`src/hsvr_pkg.sv`:
```
package hsvr_pkg;

   // field widths
   localparam int HUE_W = 9;
   localparam int PCT_W = 7;
   localparam int FRAC_W = 6;    // x weight, 0..60
   localparam int PROD_W = 14;   // v*s and v*(100-s), up to 10000
   localparam int SCALE_W = 20;  // scaled components, up to 600000
   localparam int QIN_W = 18;    // 17*n/64, up to 159375
   localparam int CH_W = 8;
   localparam int RECIP_W = 18;
   localparam int MULT_W = QIN_W + RECIP_W;

   localparam logic [HUE_W-1:0] FULL_TURN = 9'd360;
   localparam logic [HUE_W-1:0] DEG_60 = 9'd60;
   localparam logic [HUE_W-1:0] DEG_120 = 9'd120;
   localparam logic [HUE_W-1:0] DEG_180 = 9'd180;
   localparam logic [HUE_W-1:0] DEG_240 = 9'd240;
   localparam logic [HUE_W-1:0] DEG_300 = 9'd300;
   localparam logic [PCT_W-1:0] PCT_MAX = 7'd100;
   localparam logic [SCALE_W-1:0] SECTOR_SCALE = 20'd60;

   // floor(a/625) == (a*RECIP_K) >> RECIP_SHIFT for a <= 159375
   localparam logic [RECIP_W-1:0] RECIP_K = 18'd214749;
   localparam int RECIP_SHIFT = 27;

   // what a channel takes before the offset is added
   typedef enum logic [1:0] {
      ROLE_ZERO,
      ROLE_X,
      ROLE_C
   } role_type;

   typedef struct packed {
      role_type red;
      role_type green;
      role_type blue;
   } roles_type;

   typedef struct packed {
      logic [PCT_W-1:0] sat;
      logic [PCT_W-1:0] val;
      logic [FRAC_W-1:0] frac;
      roles_type roles;
   } decode_type;

   typedef struct packed {
      logic [PROD_W-1:0] vs;
      logic [PROD_W-1:0] vm;
      logic [FRAC_W-1:0] frac;
      roles_type roles;
   } prod_type;

   typedef struct packed {
      logic [SCALE_W-1:0] cc;
      logic [SCALE_W-1:0] xx;
      logic [SCALE_W-1:0] mm;
      roles_type roles;
   } scale_type;

   typedef struct packed {
      logic [QIN_W-1:0] red;
      logic [QIN_W-1:0] green;
      logic [QIN_W-1:0] blue;
   } quot_in_type;

endpackage

```
`src/hsvr_prep.sv`:
```
module hsvr_prep (
   input  logic clock,
   input  logic reset,
   input  logic in_valid,
   output logic in_ready,
   input  logic [hsvr_pkg::HUE_W-1:0] hue,
   input  logic [hsvr_pkg::PCT_W-1:0] saturation,
   input  logic [hsvr_pkg::PCT_W-1:0] brightness,
   output logic out_valid,
   input  logic out_ready,
   output hsvr_pkg::prod_type out_data
);

   logic dec_valid_ff, dec_valid_in, dec_ready;
   hsvr_pkg::decode_type dec_ff, dec_in;
   logic prod_valid_ff, prod_valid_in, prod_ready;
   hsvr_pkg::prod_type prod_ff, prod_in;

   logic [hsvr_pkg::HUE_W-1:0] hue_w, t_deg;
   logic [hsvr_pkg::PCT_W-1:0] sat_c, val_c, sat_inv;

   // stage 1: clamp, wrap hue, sector roles and x weight
   always_comb begin
      sat_c = (saturation > hsvr_pkg::PCT_MAX) ? hsvr_pkg::PCT_MAX : saturation;
      val_c = (brightness > hsvr_pkg::PCT_MAX) ? hsvr_pkg::PCT_MAX : brightness;
      hue_w = (hue >= hsvr_pkg::FULL_TURN) ? hue - hsvr_pkg::FULL_TURN : hue;
      if (hue_w >= hsvr_pkg::DEG_240) begin
         t_deg = hue_w - hsvr_pkg::DEG_240;
      end else if (hue_w >= hsvr_pkg::DEG_120) begin
         t_deg = hue_w - hsvr_pkg::DEG_120;
      end else begin
         t_deg = hue_w;
      end
      dec_in.sat = sat_c;
      dec_in.val = val_c;
      // 60 - |t - 60|
      if (t_deg >= hsvr_pkg::DEG_60) begin
         dec_in.frac = hsvr_pkg::FRAC_W'(hsvr_pkg::DEG_120 - t_deg);
      end else begin
         dec_in.frac = hsvr_pkg::FRAC_W'(t_deg);
      end
      if (hue_w < hsvr_pkg::DEG_60) begin
         dec_in.roles = '{hsvr_pkg::ROLE_C, hsvr_pkg::ROLE_X, hsvr_pkg::ROLE_ZERO};
      end else if (hue_w < hsvr_pkg::DEG_120) begin
         dec_in.roles = '{hsvr_pkg::ROLE_X, hsvr_pkg::ROLE_C, hsvr_pkg::ROLE_ZERO};
      end else if (hue_w < hsvr_pkg::DEG_180) begin
         dec_in.roles = '{hsvr_pkg::ROLE_ZERO, hsvr_pkg::ROLE_C, hsvr_pkg::ROLE_X};
      end else if (hue_w < hsvr_pkg::DEG_240) begin
         dec_in.roles = '{hsvr_pkg::ROLE_ZERO, hsvr_pkg::ROLE_X, hsvr_pkg::ROLE_C};
      end else if (hue_w < hsvr_pkg::DEG_300) begin
         dec_in.roles = '{hsvr_pkg::ROLE_X, hsvr_pkg::ROLE_ZERO, hsvr_pkg::ROLE_C};
      end else begin
         dec_in.roles = '{hsvr_pkg::ROLE_C, hsvr_pkg::ROLE_ZERO, hsvr_pkg::ROLE_X};
      end
   end

   assign in_ready = !dec_valid_ff || dec_ready;
   assign dec_valid_in = in_ready ? in_valid : dec_valid_ff;

   // stage 2: v*s and v*(100-s)
   assign dec_ready = !prod_valid_ff || prod_ready;
   assign prod_valid_in = dec_ready ? dec_valid_ff : prod_valid_ff;
   assign sat_inv = hsvr_pkg::PCT_MAX - dec_ff.sat;

   always_comb begin
      prod_in.vs = hsvr_pkg::PROD_W'(dec_ff.val) * hsvr_pkg::PROD_W'(dec_ff.sat);
      prod_in.vm = hsvr_pkg::PROD_W'(dec_ff.val) * hsvr_pkg::PROD_W'(sat_inv);
      prod_in.frac = dec_ff.frac;
      prod_in.roles = dec_ff.roles;
   end

   assign prod_ready = out_ready;

   always_ff @(posedge clock) begin
      if (reset) begin
         dec_valid_ff <= 1'b0;
         prod_valid_ff <= 1'b0;
      end else begin
         dec_valid_ff <= dec_valid_in;
         prod_valid_ff <= prod_valid_in;
      end
   end

   always_ff @(posedge clock) begin
      if (in_ready && in_valid) begin
         dec_ff <= dec_in;
      end
      if (dec_ready && dec_valid_ff) begin
         prod_ff <= prod_in;
      end
   end

   assign out_valid = prod_valid_ff;
   assign out_data = prod_ff;

endmodule

```
`src/hsvr_mix.sv`:
```
module hsvr_mix (
   input  logic clock,
   input  logic reset,
   input  logic in_valid,
   output logic in_ready,
   input  hsvr_pkg::prod_type in_data,
   output logic out_valid,
   input  logic out_ready,
   output hsvr_pkg::quot_in_type out_data
);

   logic scl_valid_ff, scl_valid_in, scl_ready;
   hsvr_pkg::scale_type scl_ff, scl_in;
   logic qin_valid_ff, qin_valid_in;
   hsvr_pkg::quot_in_type qin_ff, qin_in;

   // pick c, x or zero for a channel, add the offset, then 17*n/64
   function automatic logic [hsvr_pkg::QIN_W-1:0] chan_prescale(
      input hsvr_pkg::role_type role,
      input hsvr_pkg::scale_type s
   );
      logic [hsvr_pkg::SCALE_W-1:0] comp;
      logic [hsvr_pkg::SCALE_W-1:0] n;
      logic [hsvr_pkg::SCALE_W+3:0] n17;
      case (role)
         hsvr_pkg::ROLE_C: comp = s.cc;
         hsvr_pkg::ROLE_X: comp = s.xx;
         default: comp = '0;
      endcase
      n = comp + s.mm;
      n17 = {n, 4'b0000} + {4'b0000, n};
      return n17[hsvr_pkg::SCALE_W+3:6];
   endfunction

   // stage 3: scale products to the common 600000 denominator
   always_comb begin
      scl_in.cc = hsvr_pkg::SCALE_W'(in_data.vs) * hsvr_pkg::SECTOR_SCALE;
      scl_in.xx = hsvr_pkg::SCALE_W'(in_data.vs) * hsvr_pkg::SCALE_W'(in_data.frac);
      scl_in.mm = hsvr_pkg::SCALE_W'(in_data.vm) * hsvr_pkg::SECTOR_SCALE;
      scl_in.roles = in_data.roles;
   end

   assign in_ready = !scl_valid_ff || scl_ready;
   assign scl_valid_in = in_ready ? in_valid : scl_valid_ff;

   // stage 4: per-channel sum and prescale
   always_comb begin
      qin_in.red = chan_prescale(scl_ff.roles.red, scl_ff);
      qin_in.green = chan_prescale(scl_ff.roles.green, scl_ff);
      qin_in.blue = chan_prescale(scl_ff.roles.blue, scl_ff);
   end

   assign scl_ready = !qin_valid_ff || out_ready;
   assign qin_valid_in = scl_ready ? scl_valid_ff : qin_valid_ff;

   always_ff @(posedge clock) begin
      if (reset) begin
         scl_valid_ff <= 1'b0;
         qin_valid_ff <= 1'b0;
      end else begin
         scl_valid_ff <= scl_valid_in;
         qin_valid_ff <= qin_valid_in;
      end
   end

   always_ff @(posedge clock) begin
      if (in_ready && in_valid) begin
         scl_ff <= scl_in;
      end
      if (scl_ready && scl_valid_ff) begin
         qin_ff <= qin_in;
      end
   end

   assign out_valid = qin_valid_ff;
   assign out_data = qin_ff;

endmodule

```
`src/hsvr_quant.sv`:
```
module hsvr_quant (
   input  logic clock,
   input  logic reset,
   input  logic in_valid,
   output logic in_ready,
   input  hsvr_pkg::quot_in_type in_data,
   output logic out_valid,
   input  logic out_ready,
   output logic [hsvr_pkg::CH_W-1:0] red,
   output logic [hsvr_pkg::CH_W-1:0] green,
   output logic [hsvr_pkg::CH_W-1:0] blue
);

   logic q_valid_ff, q_valid_in;
   logic [hsvr_pkg::CH_W-1:0] red_ff, green_ff, blue_ff;
   logic [hsvr_pkg::CH_W-1:0] red_in, green_in, blue_in;

   // floor(a/625) by reciprocal multiply, exact over the whole input range
   function automatic logic [hsvr_pkg::CH_W-1:0] div625(
      input logic [hsvr_pkg::QIN_W-1:0] a
   );
      logic [hsvr_pkg::MULT_W-1:0] prod;
      prod = hsvr_pkg::MULT_W'(a) * hsvr_pkg::MULT_W'(hsvr_pkg::RECIP_K);
      return prod[hsvr_pkg::RECIP_SHIFT+hsvr_pkg::CH_W-1:hsvr_pkg::RECIP_SHIFT];
   endfunction

   always_comb begin
      red_in = div625(in_data.red);
      green_in = div625(in_data.green);
      blue_in = div625(in_data.blue);
   end

   assign in_ready = !q_valid_ff || out_ready;
   assign q_valid_in = in_ready ? in_valid : q_valid_ff;

   always_ff @(posedge clock) begin
      if (reset) begin
         q_valid_ff <= 1'b0;
      end else begin
         q_valid_ff <= q_valid_in;
      end
   end

   always_ff @(posedge clock) begin
      if (in_ready && in_valid) begin
         red_ff <= red_in;
         green_ff <= green_in;
         blue_ff <= blue_in;
      end
   end

   assign out_valid = q_valid_ff;
   assign red = red_ff;
   assign green = green_ff;
   assign blue = blue_ff;

endmodule

```
`src/hsv_to_rgb565.sv`:
```
// hsv to rgb conversion with rgb565 packing, one pixel per request
//
// request channel (req_): hue in whole degrees, saturation and brightness
// in whole percent. saturation and brightness above 100 are clamped, hue
// from 360 up wraps by 360.
// response channel (rsp_): 8-bit red, green, blue (truncated) and the
// packed rgb565 word, one response per request, in request order.
//
// five register stages: decode, v*s products, scaling to the common
// denominator, per-channel sum, reciprocal-multiply quotient. the last
// stage is the response register. a new request is taken every cycle
// while rsp_tready stays high; throughput is then one pixel per clock.
// each stage has its own valid bit and takes new data when it is empty or
// its successor moves, so bubbles close up while the receiver stalls and
// req_tready drops only once all five stages hold a pixel. nothing is
// dropped or repeated. reset clears the valid bits; data registers keep
// whatever they held.
module hsv_to_rgb565 (
   input  logic clock,
   input  logic reset,
   input  logic req_tvalid,
   output logic req_tready,
   // [8:0] hue, [15:9] saturation, [22:16] brightness, [23] zero
   input  logic [23:0] req_tdata,
   output logic rsp_tvalid,
   input  logic rsp_tready,
   // [7:0] red, [15:8] green, [23:16] blue, [39:24] packed_565
   output logic [39:0] rsp_tdata
);

   logic prep_valid, prep_ready;
   hsvr_pkg::prod_type prep_data;
   logic mix_valid, mix_ready;
   hsvr_pkg::quot_in_type mix_data;
   logic [hsvr_pkg::CH_W-1:0] red, green, blue;
   logic [15:0] packed_565;

   // stages 1 and 2: clamp, sector decode, v*s and v*(100-s)
   hsvr_prep u_prep (
      .clock      (clock),
      .reset      (reset),
      .in_valid   (req_tvalid),
      .in_ready   (req_tready),
      .hue        (req_tdata[8:0]),
      .saturation (req_tdata[15:9]),
      .brightness (req_tdata[22:16]),
      .out_valid  (prep_valid),
      .out_ready  (prep_ready),
      .out_data   (prep_data)
   );

   // stages 3 and 4: c, x, m over 600000, then channel sums prescaled by 17/64
   hsvr_mix u_mix (
      .clock     (clock),
      .reset     (reset),
      .in_valid  (prep_valid),
      .in_ready  (prep_ready),
      .in_data   (prep_data),
      .out_valid (mix_valid),
      .out_ready (mix_ready),
      .out_data  (mix_data)
   );

   // stage 5: divide by 625, response register
   hsvr_quant u_quant (
      .clock     (clock),
      .reset     (reset),
      .in_valid  (mix_valid),
      .in_ready  (mix_ready),
      .in_data   (mix_data),
      .out_valid (rsp_tvalid),
      .out_ready (rsp_tready),
      .red       (red),
      .green     (green),
      .blue      (blue)
   );

   // red top five, green middle six, blue low five
   assign packed_565 = {red[7:3], green[7:2], blue[7:3]};
   assign rsp_tdata = {packed_565, blue, green, red};

endmodule

```
`config.mk`:
```
export PLATFORM = sky130hd
export DESIGN_NAME = hsv_to_rgb565
export DESIGN_NICKNAME = d
export VERILOG_FILES = /design/src/hsvr_pkg.sv /design/src/hsvr_prep.sv /design/src/hsvr_mix.sv /design/src/hsvr_quant.sv /design/src/hsv_to_rgb565.sv
export SDC_FILE = /design/constraint.sdc
export NUM_CORES = 2
export LEC_CHECK = 0
export ABC_AREA = 1
export BUFFER_PORTS_ARGS = -buffer_cell sky130_fd_sc_hd__buf_2
export CELL_PAD_IN_SITES_DETAIL_PLACEMENT = 1
export CELL_PAD_IN_SITES_GLOBAL_PLACEMENT = 1
export CORE_AREA = 2 2 278 280
export CTS_BUF_LIST = sky130_fd_sc_hd__clkbuf_16
export DETAILED_ROUTE_END_ITERATION = 7
export DIE_AREA = 0 0 280 282
export GPL_ROUTABILITY_DRIVEN = 0
export PLACE_DENSITY = 0.86
export SETUP_SLACK_MARGIN = 0.1
export SYNTH_ARGS = -nofsm -noshare
export SYNTH_HDL_FRONTEND = slang
export SYNTH_SLANG_ARGS = --single-unit
```
`constraint.sdc`:
```
create_clock -name clock -period 5.9 [get_ports clock]
set_input_delay 0.295 -clock clock [delete_from_list [all_inputs] [get_ports clock]]
set_output_delay 0.295 -clock clock [all_outputs]
set_load 0.03 [all_outputs]
```
==> flow_summary_export.csv <==
group,metric,value,unit
outcome,status,"finished clean",
synthesis,ys_ff_latch,209,
synthesis,yosys.area_share.simple,11.4,%
global_routing,overflow,0,
synthesis,synth_area,39100,µm²
clocking,cts_buffers,28,
floorplan,design.die.area,79000,µm²
detailed_routing,finalWirelength,124,mm
clocking,cts_buffer_depth,3,
timing,rsz0062_at_grt,"yes",
timing,hold_violations,0,
synthesis,ys_top_cells_by_area,"fa_1 (27%), ha_1 (21%), edfxtp_1 (16%)",
detailed_routing,first_pass_iters,5,
synthesis,syn_nets,5682,
clocking,clock-sinks,209,
synthesis,synth_compound_area_share,7.71,%
detailed_routing,vias,31572,
global_routing,antenna_found_initial,1,
critical_path,path_max_fanout,5,
timing,setup_ws,0.137,ns
synthesis,synth_top_area_share,26.7,%
cells_and_area,nFillCells,8930,
synthesis,synthArstFlopShare,0,%
critical_path,timing_worst_setup_path_type,"flip-flop to flip-flop",
synthesis,yosysTopAreaCell,"fa_1",
timing,worstMarginPinSlew,0.972,ns
cells_and_area,syn2layout_area_growth,6.78,%
detailed_routing,ant_nets,0,
global_routing,grt_usage,30.3,%
global_routing,first_global_vias,35443,
synthesis,synth_top_family_by_area,"adder cells",
clocking,h-tree-depth,1,
floorplan,start_util,51.7,%
place,dp_slack,0.306,ns
clocking,clk_latency,0.63,ns
critical_path,critPathMostFrequentCell,"inv_1",
critical_path,r2r.worst_path.cells,22,
timing,period_minus_slack,5.76,ns
synthesis,synth-edff-count,204,
critical_path,path_cells,"buf_4 -> ha_1 -> inv_1 -> fa_1 -> inv_1 -> fa_1 -> ha_1 -> fa_1 -> inv_1 -> fa_1 -> inv_1 -> ha_1 -> nand2_1 -> nor2_1 -> inv_1 -> o41ai_1 -> buf_4 -> nand2_1 -> o21ai_0 -> nand4_1 -> nand2_1 -> xnor2_1",
cells_and_area,drive_gt1_share,4.38,%
critical_path,crit_required,6.20,ns
place,port_buffers,68,
global_routing,grt_max_degree,62,
run,maxCapViolations,0,
timing,max_slew_margin,35.2,%
min_path,hp-class,"primary input to flip-flop",
synthesis,synth_mux_area_share,0,%
cells_and_area,multi_input_area,28200,µm²
detailed_routing,routed_via_density,5.69,
synthesis,synth.yosys.seq_area_share,15.9,%
global_routing,grt_pass1_wl,188,mm
floorplan,pin_count,70,
clocking,cts_tree,"done",
floorplan,die_h,282,µm
timing,setup_viol,0,
detailed_routing,wl_per_cell,22.4,µm
place,dp.final_hpwl,97.6,mm
critical_path,cp_slowest_cell,"fa_1",
critical_path,slowest_delay,0.54,ns
place,placed_cells,5464,
critical_path,cp.arrival,6.06,ns
timing,fin_skew,0.0625,ns
clocking,cts_root_buf,"clkbuf_16",
synthesis,syn_area_per_cell,8.77,µm²
synthesis,synth_xor_area_share,4.68,%
synthesis,ys_warn_count,0,
critical_path,rrSetupSlack,0.14,ns
floorplan,fp.dieW,280,µm
timing,fmax,174,MHz
floorplan,rows,101,
detailed_routing,remaining_drc_errors,0,
cells_and_area,nNetsFinal,5765,
synthesis,syn_inst,4463,
cells_and_area,instances_no_fill,5547,
synthesis,synth_fa_ha_area_share,48.1,%
timing,maxSlewViolCount,0,
floorplan,core_area,75700,µm²
min_path,holdPathStages,3,
cells_and_area,regArea,6230,µm²
synthesis,synth_cell_types,50,
critical_path,endpoint_kind,"flip-flop",
detailed_routing,drt_iter0_markers,1728,
synthesis,synthFlopType,"edfxtp_1",
critical_path,startpoint_type,"flip-flop",
timing,period_share,97.7,%
clocking,clk_pin_slew,0.06,ns
==> layer usage <==
metal  track usage [%]  vias up  share of wire (%)
li1                  -    14091                  -
met4              15.6        0                6.7
met3              3.64      518                4.5
met5                 0        -                  0
met1              33.6    15834                 37
met2              56.9     1129                 51
==> final timing paths <==
path	startpoint	to
worst max-delay path	u_mix.out_data[42]	u_quant.red[7]
worst min-delay path	req_tdata[1]	u_prep.dec_ff[7]
worst max register to register	u_mix.out_data[42]	u_quant.red[7]
worst min register to register	u_prep.out_data[5]	u_mix.scl_ff[5]
==> registers in the layout, summed over array words and instances, names as in the netlist <==
name                 count
u_prep.out_valid         1
u_mix.scl_valid_ff       1
u_prep.out_data         39
u_mix.out_valid          1
u_mix.out_data          54
u_quant.out_valid        1
u_prep.dec_valid_ff      1
u_quant.red              8
u_prep.dec_ff           26
u_quant.blue             8
u_quant.green            8
u_mix.scl_ff            61
==> worst max-delay path, delay by kind of cell (launching register included) <==
| family | cells | cell delay, ns |
|---|---|---|
| AOI/OAI and AO/OA | 2 | 0.53 |
| xor gates and xnor gates | 1 | 0.07 |
| adders and majority gates | 7 | 3.09 |
| buffers and inverters | 7 | 0.73 |
| DFF | 1 | 0.52 |
| and+or+nand+nor | 5 | 0.47 |
==> final cells by class <==
class / instances / area share, %
antenna: 1 / 0.00599
clock buffer: 28 / 1.68
clock inverter: 24 / 0.641
inverter: 1197 / 10.8
multi-input combinational: 2999 / 67.4
sequential: 209 / 14.9
tap: 978 / 2.93
timing repair buffer: 111 / 1.67
==> metrics by stage <==
stage	cell area, µm²	util, %	TNS, ns	hold WS, ns
after floorplan	39100	-	0	0.364
after global placement	40500	53.5	0	0.402
after detailed placement	40500	53.5	0	0.409
after CTS	41600	55.0	0	0.00398
after global routing	41800	55.2	-0.0656	0.0309
final	41800	55.2	0	0.0204
==> repair_timing <==
action,CTS,global route
endpoints found under the hold margin,16,0
hold buffers,14,0
setup buffers,0,16
setup endpoints to repair,0,5
resized for setup,0,6
==> cell usage after synthesis, types with 34 or more instances <==
cell	instances
inv_1	1189
nand2_1	683
ha_1	669
fa_1	522
a21oi_1	285
edfxtp_1	204
nor2_1	182
xor2_1	154
o21ai_0	105
nand3_1	82
xnor2_1	53
clkbuf_1	39
nor3_1	34
==> cell usage in the layout (no fill, tap or decap), drive strengths merged, types with 28 or more instances in the layout <==
master / count
inv: 1204
nand3: 88
xnor2: 53
a31oi: 30
a21oi: 285
o21ai: 111
nand2: 700
nor3: 35
xor2: 155
buf: 97
fa: 522
ha: 669
nor2: 190
edfxtp: 204
clkbuf: 28
==> logic make-up after synthesis <==
family | count (synthesis)
AO/OA/AOI/OAI | 535
flip-flops | 209
adder cells (fa/ha/maj) | 1191
XOR/XNOR | 208
AND/OR/NAND/NOR | 1065
buffers and inverters | 1255
Power is left out: the tool's default activity adds up to more than one toggle a clock period on the data nets, which glitch-free logic cannot reach.
